--- src/rtl/bmrc_pkg.sv ---
// Package for the boot module range checker.
// Holds sizes, status and register codes and the controller/datapath structs.
// No dependencies.
package bmrc_pkg;

  localparam int MAX_MODULES = 16;
  localparam int IDX_W       = (MAX_MODULES > 1) ? $clog2(MAX_MODULES) : 1;
  localparam int COUNT_W     = $clog2(MAX_MODULES + 1);
  localparam int ADDR_W      = 64;
  localparam int ROLE_W      = 2;
  localparam int STATUS_W    = 3;
  localparam int POS_W       = 5;
  localparam int CFG_IDX_W   = 1;

  localparam logic [POS_W-1:0] POS_MAX = 5'd31;

  localparam logic [STATUS_W-1:0] ST_OK           = 3'd0;
  localparam logic [STATUS_W-1:0] ST_KERNEL_EMPTY = 3'd1;
  localparam logic [STATUS_W-1:0] ST_TOO_MANY     = 3'd2;
  localparam logic [STATUS_W-1:0] ST_BAD_ENTRY    = 3'd3;
  localparam logic [STATUS_W-1:0] ST_OVERLAP      = 3'd4;
  localparam logic [STATUS_W-1:0] ST_SKIPPED      = 3'd5;

  localparam logic [ROLE_W-1:0] ROLE_INITIAL = 2'd0;
  localparam logic [ROLE_W-1:0] ROLE_AUX     = 2'd1;

  localparam logic [CFG_IDX_W-1:0] CFG_KERNEL_BASE = 1'b0;
  localparam logic [CFG_IDX_W-1:0] CFG_KERNEL_END  = 1'b1;

  // Commands from the controller to the datapath.
  typedef struct packed {
    logic capture;
    logic prep;
    logic check;
    logic scan;
    logic commit;
  } ctrl_cmd_t;

  // Status from the datapath to the controller.
  typedef struct packed {
    logic need_scan;
    logic scan_hit;
    logic scan_done;
    logic out_free;
  } dp_status_t;

endpackage

--- src/rtl/bmrc_ctrl.sv ---
// Controller state machine of the boot module range checker.
// Sequences capture, precheck, stored-range scan and commit.
// Depends on bmrc_pkg.
module bmrc_ctrl (
  input  logic                   clk,
  input  logic                   rst_n,
  input  logic                   in_valid,
  output logic                   in_stall,
  output bmrc_pkg::ctrl_cmd_t    cmd,
  input  bmrc_pkg::dp_status_t   sts
);

  localparam logic [2:0] S_IDLE   = 3'd0;
  localparam logic [2:0] S_PREP   = 3'd1;
  localparam logic [2:0] S_CHECK  = 3'd2;
  localparam logic [2:0] S_SCAN   = 3'd3;
  localparam logic [2:0] S_FINISH = 3'd4;

  logic [2:0] state_r;
  logic [2:0] state_nxt;

  always_comb begin
    state_nxt = state_r;
    cmd       = '0;
    in_stall  = 1'b1;
    case (state_r)
      S_IDLE: begin
        in_stall = 1'b0;
        if (in_valid) begin
          cmd.capture = 1'b1;
          state_nxt   = S_PREP;
        end
      end
      S_PREP: begin
        cmd.prep  = 1'b1;
        state_nxt = S_CHECK;
      end
      S_CHECK: begin
        cmd.check = 1'b1;
        state_nxt = sts.need_scan ? S_SCAN : S_FINISH;
      end
      S_SCAN: begin
        cmd.scan = 1'b1;
        if (sts.scan_hit || sts.scan_done) begin
          state_nxt = S_FINISH;
        end
      end
      S_FINISH: begin
        // The result waits here until the output register is free.
        if (sts.out_free) begin
          cmd.commit = 1'b1;
          state_nxt  = S_IDLE;
        end
      end
      default: begin
        state_nxt = S_IDLE;
      end
    endcase
  end

  always_ff @(posedge clk) begin
    if (!rst_n) begin
      state_r <= S_IDLE;
    end else begin
      state_r <= state_nxt;
    end
  end

endmodule

--- src/rtl/bmrc_dp.sv ---
// Datapath of the boot module range checker: configuration, item registers,
// stored range memory, checks and the output register.
// Depends on bmrc_pkg.
module bmrc_dp (
  input  logic                                clk,
  input  logic                                rst_n,
  input  bmrc_pkg::ctrl_cmd_t                 cmd,
  output bmrc_pkg::dp_status_t                sts,
  input  logic                                cfg_valid,
  output logic                                cfg_ready,
  input  logic [bmrc_pkg::CFG_IDX_W-1:0]      cfg_index,
  input  logic [bmrc_pkg::ADDR_W-1:0]         cfg_data,
  input  logic                                in_first_module,
  input  logic                                in_last_module,
  input  logic [bmrc_pkg::ADDR_W-1:0]         in_module_base,
  input  logic [bmrc_pkg::ADDR_W-1:0]         in_module_size,
  input  logic [bmrc_pkg::ROLE_W-1:0]         in_module_role,
  output logic                                out_valid,
  input  logic                                out_stall,
  output logic [bmrc_pkg::STATUS_W-1:0]       out_status,
  output logic                                out_overlap_with_module,
  output logic [bmrc_pkg::POS_W-1:0]          out_module_index,
  output logic                                out_initial_image,
  output logic                                out_list_valid,
  output logic                                out_list_done
);

  logic [bmrc_pkg::ADDR_W-1:0]   kbase_r;
  logic [bmrc_pkg::ADDR_W-1:0]   kend_r;

  logic                          last_r;
  logic [bmrc_pkg::ADDR_W-1:0]   base_r;
  logic [bmrc_pkg::ADDR_W-1:0]   size_r;
  logic [bmrc_pkg::ROLE_W-1:0]   role_r;
  logic [bmrc_pkg::POS_W-1:0]    index_r;
  logic [bmrc_pkg::ADDR_W-1:0]   end_r;
  logic                          carry_r;

  logic [bmrc_pkg::COUNT_W-1:0]  count_r;
  logic                          failed_r;
  logic [bmrc_pkg::POS_W-1:0]    pos_r;
  logic [bmrc_pkg::POS_W-1:0]    pos_use;

  logic [bmrc_pkg::STATUS_W-1:0] verdict_r;
  logic                          with_mod_r;
  logic [bmrc_pkg::STATUS_W-1:0] pre_status;
  logic                          pre_scan;
  logic                          bad_entry;

  logic [bmrc_pkg::COUNT_W-1:0]  issue_r;
  logic                          cmp_vld_r;
  logic [bmrc_pkg::ADDR_W-1:0]   rd_base_r;
  logic [bmrc_pkg::ADDR_W-1:0]   rd_end_r;

  logic [bmrc_pkg::ADDR_W-1:0]   mem_base [bmrc_pkg::MAX_MODULES];
  logic [bmrc_pkg::ADDR_W-1:0]   mem_end  [bmrc_pkg::MAX_MODULES];

  logic                          out_valid_r;
  logic [bmrc_pkg::STATUS_W-1:0] out_status_r;
  logic                          out_with_mod_r;
  logic [bmrc_pkg::POS_W-1:0]    out_index_r;
  logic                          out_init_r;
  logic                          out_list_valid_r;
  logic                          out_done_r;

  logic                          store_en;
  logic                          issue_more;

  assign cfg_ready = 1'b1;

  always_ff @(posedge clk) begin
    if (!rst_n) begin
      kbase_r <= '0;
      kend_r  <= '0;
    end else if (cfg_valid) begin
      if (cfg_index == bmrc_pkg::CFG_KERNEL_BASE) begin
        kbase_r <= cfg_data;
      end else if (cfg_index == bmrc_pkg::CFG_KERNEL_END) begin
        kend_r <= cfg_data;
      end
    end
  end

  assign pos_use = in_first_module ? '0 : pos_r;

  // Item payload and the end address; no reset needed.
  always_ff @(posedge clk) begin
    if (cmd.capture) begin
      last_r  <= in_last_module;
      base_r  <= in_module_base;
      size_r  <= in_module_size;
      role_r  <= in_module_role;
      index_r <= pos_use;
    end
    if (cmd.prep) begin
      {carry_r, end_r} <= {1'b0, base_r} + {1'b0, size_r};
    end
  end

  assign bad_entry = (base_r == '0) || (size_r == '0) || carry_r ||
                     !(role_r inside {bmrc_pkg::ROLE_INITIAL, bmrc_pkg::ROLE_AUX});

  always_comb begin
    pre_status = bmrc_pkg::ST_OK;
    pre_scan   = 1'b0;
    if (failed_r) begin
      pre_status = bmrc_pkg::ST_SKIPPED;
    end else if (kend_r <= kbase_r) begin
      pre_status = bmrc_pkg::ST_KERNEL_EMPTY;
    end else if (count_r >= bmrc_pkg::COUNT_W'(bmrc_pkg::MAX_MODULES)) begin
      pre_status = bmrc_pkg::ST_TOO_MANY;
    end else if (bad_entry) begin
      pre_status = bmrc_pkg::ST_BAD_ENTRY;
    end else if (base_r < kend_r && kbase_r < end_r) begin
      pre_status = bmrc_pkg::ST_OVERLAP;
    end else begin
      pre_scan = (count_r != '0);
    end
  end

  assign issue_more    = (issue_r < count_r);
  assign sts.need_scan = pre_scan;
  assign sts.scan_hit  = cmp_vld_r && (base_r < rd_end_r) && (rd_base_r < end_r);
  assign sts.scan_done = !cmp_vld_r && !issue_more;
  assign sts.out_free  = !out_valid_r || !out_stall;

  assign store_en = cmd.commit && (verdict_r == bmrc_pkg::ST_OK);

  // List state, verdict and the scan pointer.
  always_ff @(posedge clk) begin
    if (!rst_n) begin
      count_r    <= '0;
      failed_r   <= 1'b0;
      pos_r      <= '0;
      verdict_r  <= bmrc_pkg::ST_OK;
      with_mod_r <= 1'b0;
      issue_r    <= '0;
      cmp_vld_r  <= 1'b0;
    end else begin
      if (cmd.capture) begin
        pos_r <= (pos_use == bmrc_pkg::POS_MAX) ? pos_use : pos_use + 1'b1;
        if (in_first_module) begin
          count_r  <= '0;
          failed_r <= 1'b0;
        end
      end
      if (cmd.check) begin
        verdict_r  <= pre_status;
        with_mod_r <= 1'b0;
        issue_r    <= '0;
        cmp_vld_r  <= 1'b0;
      end
      if (cmd.scan) begin
        cmp_vld_r <= issue_more;
        if (issue_more) begin
          issue_r <= issue_r + 1'b1;
        end
        if (sts.scan_hit) begin
          verdict_r  <= bmrc_pkg::ST_OVERLAP;
          with_mod_r <= 1'b1;
        end
      end
      if (cmd.commit) begin
        if (verdict_r == bmrc_pkg::ST_OK) begin
          count_r <= count_r + 1'b1;
        end else begin
          failed_r <= 1'b1;
        end
      end
    end
  end

  // Stored ranges: one write port at commit, one registered read port for the scan.
  always_ff @(posedge clk) begin
    if (store_en) begin
      mem_base[count_r[bmrc_pkg::IDX_W-1:0]] <= base_r;
      mem_end[count_r[bmrc_pkg::IDX_W-1:0]]  <= end_r;
    end
    if (cmd.scan && issue_more) begin
      rd_base_r <= mem_base[issue_r[bmrc_pkg::IDX_W-1:0]];
      rd_end_r  <= mem_end[issue_r[bmrc_pkg::IDX_W-1:0]];
    end
  end

  always_ff @(posedge clk) begin
    if (!rst_n) begin
      out_valid_r <= 1'b0;
    end else if (cmd.commit) begin
      out_valid_r <= 1'b1;
    end else if (!out_stall) begin
      out_valid_r <= 1'b0;
    end
  end

  always_ff @(posedge clk) begin
    if (cmd.commit) begin
      out_status_r     <= verdict_r;
      out_with_mod_r   <= with_mod_r;
      out_index_r      <= index_r;
      out_init_r       <= (role_r == bmrc_pkg::ROLE_INITIAL);
      out_list_valid_r <= (verdict_r == bmrc_pkg::ST_OK);
      out_done_r       <= last_r;
    end
  end

  assign out_valid               = out_valid_r;
  assign out_status              = out_status_r;
  assign out_overlap_with_module = out_with_mod_r;
  assign out_module_index        = out_index_r;
  assign out_initial_image       = out_init_r;
  assign out_list_valid          = out_list_valid_r;
  assign out_list_done           = out_done_r;

endmodule

--- src/rtl/boot_module_range_checker_unit.sv ---
// Boot module range checker, top level.
// Checks one boot module address range per input transaction against the
// kernel range (two configuration registers) and the modules stored so far.
// Input channel in_*: first/last flags, base, size and role of a module.
// Result channel out_*: status, overlap source, position in the list,
// initial-image flag, list verdict so far and a copy of the last flag.
// Configuration channel cfg_*: index 0 kernel base, index 1 kernel end;
// cfg_ready is always high. Write only while no transaction is in flight.
// One module at a time: a transaction runs through capture, precheck, a
// scan of the stored ranges when the precheck passes and any are stored,
// and commit, which loads the result register; only then does the block
// take the next. The scan reads the stored range memory one entry per
// cycle until it finds a hit or has read every stored entry.
// A finished result waits in the output register while out_stall is high;
// the next transaction is accepted meanwhile and holds in its last step
// until the register is taken. Synchronous reset empties the list, clears
// the kernel range and the position counter, and drops out_valid.
// Depends on bmrc_pkg, bmrc_ctrl and bmrc_dp.
module boot_module_range_checker_unit (
  input  logic                                clk,
  input  logic                                rst_n,
  input  logic                                cfg_valid,
  output logic                                cfg_ready,
  input  logic [bmrc_pkg::CFG_IDX_W-1:0]      cfg_index,
  input  logic [bmrc_pkg::ADDR_W-1:0]         cfg_data,
  input  logic                                in_valid,
  output logic                                in_stall,
  input  logic                                in_first_module,
  input  logic                                in_last_module,
  input  logic [bmrc_pkg::ADDR_W-1:0]         in_module_base,
  input  logic [bmrc_pkg::ADDR_W-1:0]         in_module_size,
  input  logic [bmrc_pkg::ROLE_W-1:0]         in_module_role,
  output logic                                out_valid,
  input  logic                                out_stall,
  output logic [bmrc_pkg::STATUS_W-1:0]       out_status,
  output logic                                out_overlap_with_module,
  output logic [bmrc_pkg::POS_W-1:0]          out_module_index,
  output logic                                out_initial_image,
  output logic                                out_list_valid,
  output logic                                out_list_done
);

  bmrc_pkg::ctrl_cmd_t  cmd;
  bmrc_pkg::dp_status_t sts;

  bmrc_ctrl u_ctrl (
    .clk      (clk),
    .rst_n    (rst_n),
    .in_valid (in_valid),
    .in_stall (in_stall),
    .cmd      (cmd),
    .sts      (sts)
  );

  bmrc_dp u_dp (
    .clk                     (clk),
    .rst_n                   (rst_n),
    .cmd                     (cmd),
    .sts                     (sts),
    .cfg_valid               (cfg_valid),
    .cfg_ready               (cfg_ready),
    .cfg_index               (cfg_index),
    .cfg_data                (cfg_data),
    .in_first_module         (in_first_module),
    .in_last_module          (in_last_module),
    .in_module_base          (in_module_base),
    .in_module_size          (in_module_size),
    .in_module_role          (in_module_role),
    .out_valid               (out_valid),
    .out_stall               (out_stall),
    .out_status              (out_status),
    .out_overlap_with_module (out_overlap_with_module),
    .out_module_index        (out_module_index),
    .out_initial_image       (out_initial_image),
    .out_list_valid          (out_list_valid),
    .out_list_done           (out_list_done)
  );

  // An accepted transaction keeps the block busy in the following cycle.
  a_busy_after_accept: assert property (@(posedge clk) disable iff (!rst_n)
    (in_valid && !in_stall) |=> in_stall)
    else $error("input accepted again straight after an acceptance");

  // Only an overlap with an earlier module sets the module overlap flag.
  a_overlap_flag: assert property (@(posedge clk) disable iff (!rst_n)
    (out_valid && out_overlap_with_module) |-> (out_status == bmrc_pkg::ST_OVERLAP))
    else $error("module overlap flag with a status other than overlap");

  // The list verdict follows the status of the result.
  a_list_valid: assert property (@(posedge clk) disable iff (!rst_n)
    out_valid |-> (out_list_valid == (out_status == bmrc_pkg::ST_OK)))
    else $error("list verdict disagrees with the status");

  // The scan never reports a hit and completion together.
  a_scan_exclusive: assert property (@(posedge clk) disable iff (!rst_n)
    !(sts.scan_hit && sts.scan_done))
    else $error("scan hit and scan done at once");

endmodule

--- config.mk ---
export PLATFORM = sky130hd
export DESIGN_NAME = boot_module_range_checker_unit
export DESIGN_NICKNAME = d
export VERILOG_FILES = /design/src/rtl/bmrc_pkg.sv /design/src/rtl/bmrc_ctrl.sv /design/src/rtl/bmrc_dp.sv /design/src/rtl/boot_module_range_checker_unit.sv
export SDC_FILE = /design/constraint.sdc
export NUM_CORES = 2
export LEC_CHECK = 0
export CAP_MARGIN = 20
export CORE_MARGIN = 2
export CORE_UTILIZATION = 55
export DETAILED_ROUTE_END_ITERATION = 16
export DONT_BUFFER_PORTS = 1
export GPL_TIMING_DRIVEN = 0
export PLACE_DENSITY = 0.78
export SYNTH_ARGS = -nofsm -noshare
export SYNTH_HDL_FRONTEND = slang
export SYNTH_HIERARCHICAL = 1
export SYNTH_SLANG_ARGS = --single-unit
--- constraint.sdc ---
create_clock -name clk -period 15.4 [get_ports clk]
set_clock_uncertainty 0.05 [all_clocks]
set_input_delay 0.77 -clock clk [delete_from_list [all_inputs] [get_ports clk]]
set_output_delay 0.77 -clock clk [all_outputs]
set_load 0.01 [all_outputs]
==> impl_metrics.tcl <==
set metrics [dict create \
    hpwl_mm 215.0 \
    pin_count 217 \
    worst_hold_slack_ps 161.3 \
    htree_num_levels 4 \
    post_route_cells_drive_above_1_share_pct 20.17 \
    min_path_type "in -> reg" \
    clock_sinks 2542 \
    drtIter0Drc 8869 \
    die_area_mm2 0.1937 \
    dr.pass1.iters 8 \
    setup_ws_ps 9847 \
    ir_drop_uv 136.0 \
    hold_violations 0 \
    syn_avg_cell_area_um2 18.72 \
    dpl-instance-area_mm2 0.1111 \
    grtUsageTotal_pct 33.60 \
    pwr-share-clk_pct 38.8 \
    final.setup.tns_ps 0 \
    cts_hold_buffers 197 \
    rsz0062_at_grt "no" \
    ys_warn_count 6 \
    ctsResizeCount 0 \
    total_leakage_power_nw 40.11 \
    finalCriticalPeriod_ps 5553 \
    synth_seq_cells 2542 \
    switching_power_mw 3.731 \
    clockRootBuffer "clkbuf_16" \
    die_y_um 440.1 \
    rows 160 \
    syn_nets 6180 \
    drc_errors 0 \
    chipWidth_um 440.1 \
    ant_nets 0 \
    dp_slack_ps 10140 \
    seqPwrFrac_pct 54.2 \
    seq_area_mm2 0.07480 \
    synth_largest_area_cell "edfxtp_1" \
    tightest_slew_ps 1210 \
    gp_routability_congestion 0.9869 \
    endpoint_kind "flop" \
    fillers 12100 \
    clk_pin_slew_worst_paths_ps 60 \
    post_drt_wl_per_cell_um 36.19 \
    grt_pass1_vias 60040 \
    required_ps 16150 \
    power_switching_share_pct 24.34 \
    cts_max_path_buffers 3 \
    setup_viol 0 \
    power.density_mw_per_mm2 126.0 \
    port_buffers 0 \
    synth_cells 5587 \
    grt_max_degree 86 \
    ys_types 94 \
    ys_seq_area_share_pct 71.50 \
    multi_input_area_mm2 0.02800 \
    maxCapViolCount 0 \
    routed_via_density 6.706 \
    synth_edf_count 2389 \
    synthFlopType "edfxtp_1" \
    finalCritPeriodShare_pct 36.06 \
    path_max_fanout 17 \
    core_mm2 0.1896 \
    relSlewSlack_pct 19.36 \
    cts_tree "yes" \
    post-cts-setup-buffers 0 \
    fmax_ghz 0.1801 \
    async_flop_share_pct 0 \
    utilization_pct 64.16 \
    intPower_mw 11.60 \
    finalInstanceArea_mm2 0.1216 \
    synth_area_mm2 0.1046 \
    clock_latency_ps 890 \
    power_frac_comb_pct 6.9 \
    arrival_ps 6300 \
    area_delta_synth_final_pct 16.28 \
    nNetsFinal 6847 \
    final_max_slew_viol_count 0 \
    grt_pass1_wl_mm 450.7 \
    start_util_pct 55.18 \
    cts_inserted_buffers 240 \
    cp-start-kind "flop" \
    drt_wl_total_mm 326.0 \
    status "complete, no violations" \
    synth.area.top_cells "edfxtp_1, mux4_2, ha_1" \
    grt_overflow 0 \
    synth_top_cell_area_share_pct 68.58 \
    vias 60400 \
    antenna_found_initial 49 \
    critPathKind "reg -> reg" \
]
power by group through the flow:
stage               Combinational, mW  Clock [mW]  Sequential [mW]
floorplan                       0.650           0             8.22
global placement                0.898           0             8.46
detailed placement              0.958           0             8.44
CTS                              1.02        5.98             8.30
global route                     1.15        6.23             8.32
finish                           1.06        5.95             8.31
final timing paths:
path	from	endpoint	slack (ps)	cells after the start
min reg2reg	u_dp/index_r[2]	u_dp/out_module_index[2]	370	0
min	in_valid	u_ctrl/state_r[1]	160	3
max reg2reg	u_dp/end_r[59]	u_ctrl/state_r[1]	9850	14
max	u_dp/end_r[59]	u_ctrl/state_r[1]	9850	14
synthesized netlist by cell type, types with 16 or more instances:
master	n
mux4_2	640
nor2_1	112
edfxtp_1	2389
a21o_1	152
nor4_1	46
o21ai_0	64
clkbuf_1	168
xor2_1	16
nor2b_1	29
xnor2_1	39
inv_1	288
nand2_1	341
and3_1	18
a21oi_1	291
ha_1	390
nand4_1	71
buf_1	38
nand2b_1	18
dfxtp_1	153
nor3_1	30
nand3_1	41
worst max-delay path, cell delays in order, from the launching register on:
cell      delay, ps
edfxtp_1        920
inv_1           270
ha_1            380
and4_1          220
nand4_1         230
nor4_2          760
and2_1          420
nand2_1         150
a21oi_1         680
o31ai_1         180
a311oi_1        520
buf_4           210
nor2b_1         180
a31oi_1         120
a31oi_1         170
cell usage in the layout, fill, tap and decap left out, types with 18 or more instances in the layout:
cell type / Yosys / final
dlygate4sd3_1: 0 / 197
xnor2_1: 39 / 39
buf_6: 3 / 80
a21o_1: 152 / 152
inv_1: 288 / 287
buf_12: 0 / 60
buf_1: 38 / 36
nand2b_1: 18 / 18
edfxtp_1: 2389 / 2389
nor4_1: 46 / 43
clkbuf_1: 168 / 216
clkinv_2: 0 / 46
dfxtp_1: 153 / 153
clkbuf_16: 0 / 244
nor2_1: 112 / 99
o21ai_0: 64 / 64
nand4_1: 71 / 71
and3_1: 18 / 18
nand2_1: 341 / 341
buf_16: 0 / 37
ha_1: 390 / 390
mux4_2: 640 / 640
buf_8: 0 / 44
nand3_1: 41 / 41
clkinv_1: 0 / 41
diode_2: 0 / 32
nor2b_1: 29 / 29
nor3_1: 30 / 25
bufinv_16: 0 / 20
a21oi_1: 291 / 291
per-layer routing:
layer,wire length [um],GRT usage (%)
met1,107900,41.63
met2,157700,54.36
met3,36880,7.467
met4,23330,20.51
met5,184,0
state kept, by name, summed over array words and instances (netlist names), 5 cells and up:
register and cells:
u_dp/mem_base 1024, u_dp/rd_end_r 64, u_dp/kend_r 64, u_dp/mem_end 1024
u_dp/rd_base_r 64, u_dp/count_r 5, u_dp/kbase_r 64, u_dp/base_r 64
u_dp/index_r 5, u_dp/end_r 64, u_dp/out_module_index 5, u_dp/issue_r 5
u_dp/pos_r 5, u_dp/size_r 64
kinds of logic after synthesis:
kind of cell               Yosys count  share of synthesized area [%]
DFF                               2542                          71.50
and+or+nand+nor                    771                          3.540
AOI/OAI and AO/OA                  672                          4.105
muxes                              646                          13.84
buffers and inverters              509                          1.866
adders and majority gates          391                          4.684
xor gates and xnor gates            55                         0.4605
other                                1                       0.003585
through the flow:
step | power, mW | instances
floorplan | 8.874 | 5587
global placement | 9.354 | 8098
detailed placement | 9.400 | 8287
CTS | 15.29 | 8936
global route | 15.69 | 8997
finish | 15.33 | 9007
cell type report:
class	count	area share, %
Clock inverter	145	1.200
Sequential cell	2542	61.49
Timing Repair Buffer	425	4.755
Antenna cell	32	0.06583
Multi-Input combinational cell	2536	23.02
Tap cell	2511	2.583
Clock buffer	307	5.255
Buffer	220	0.7252
Inverter	289	0.8980
Note: power is estimated with default switching activity, not from simulation.
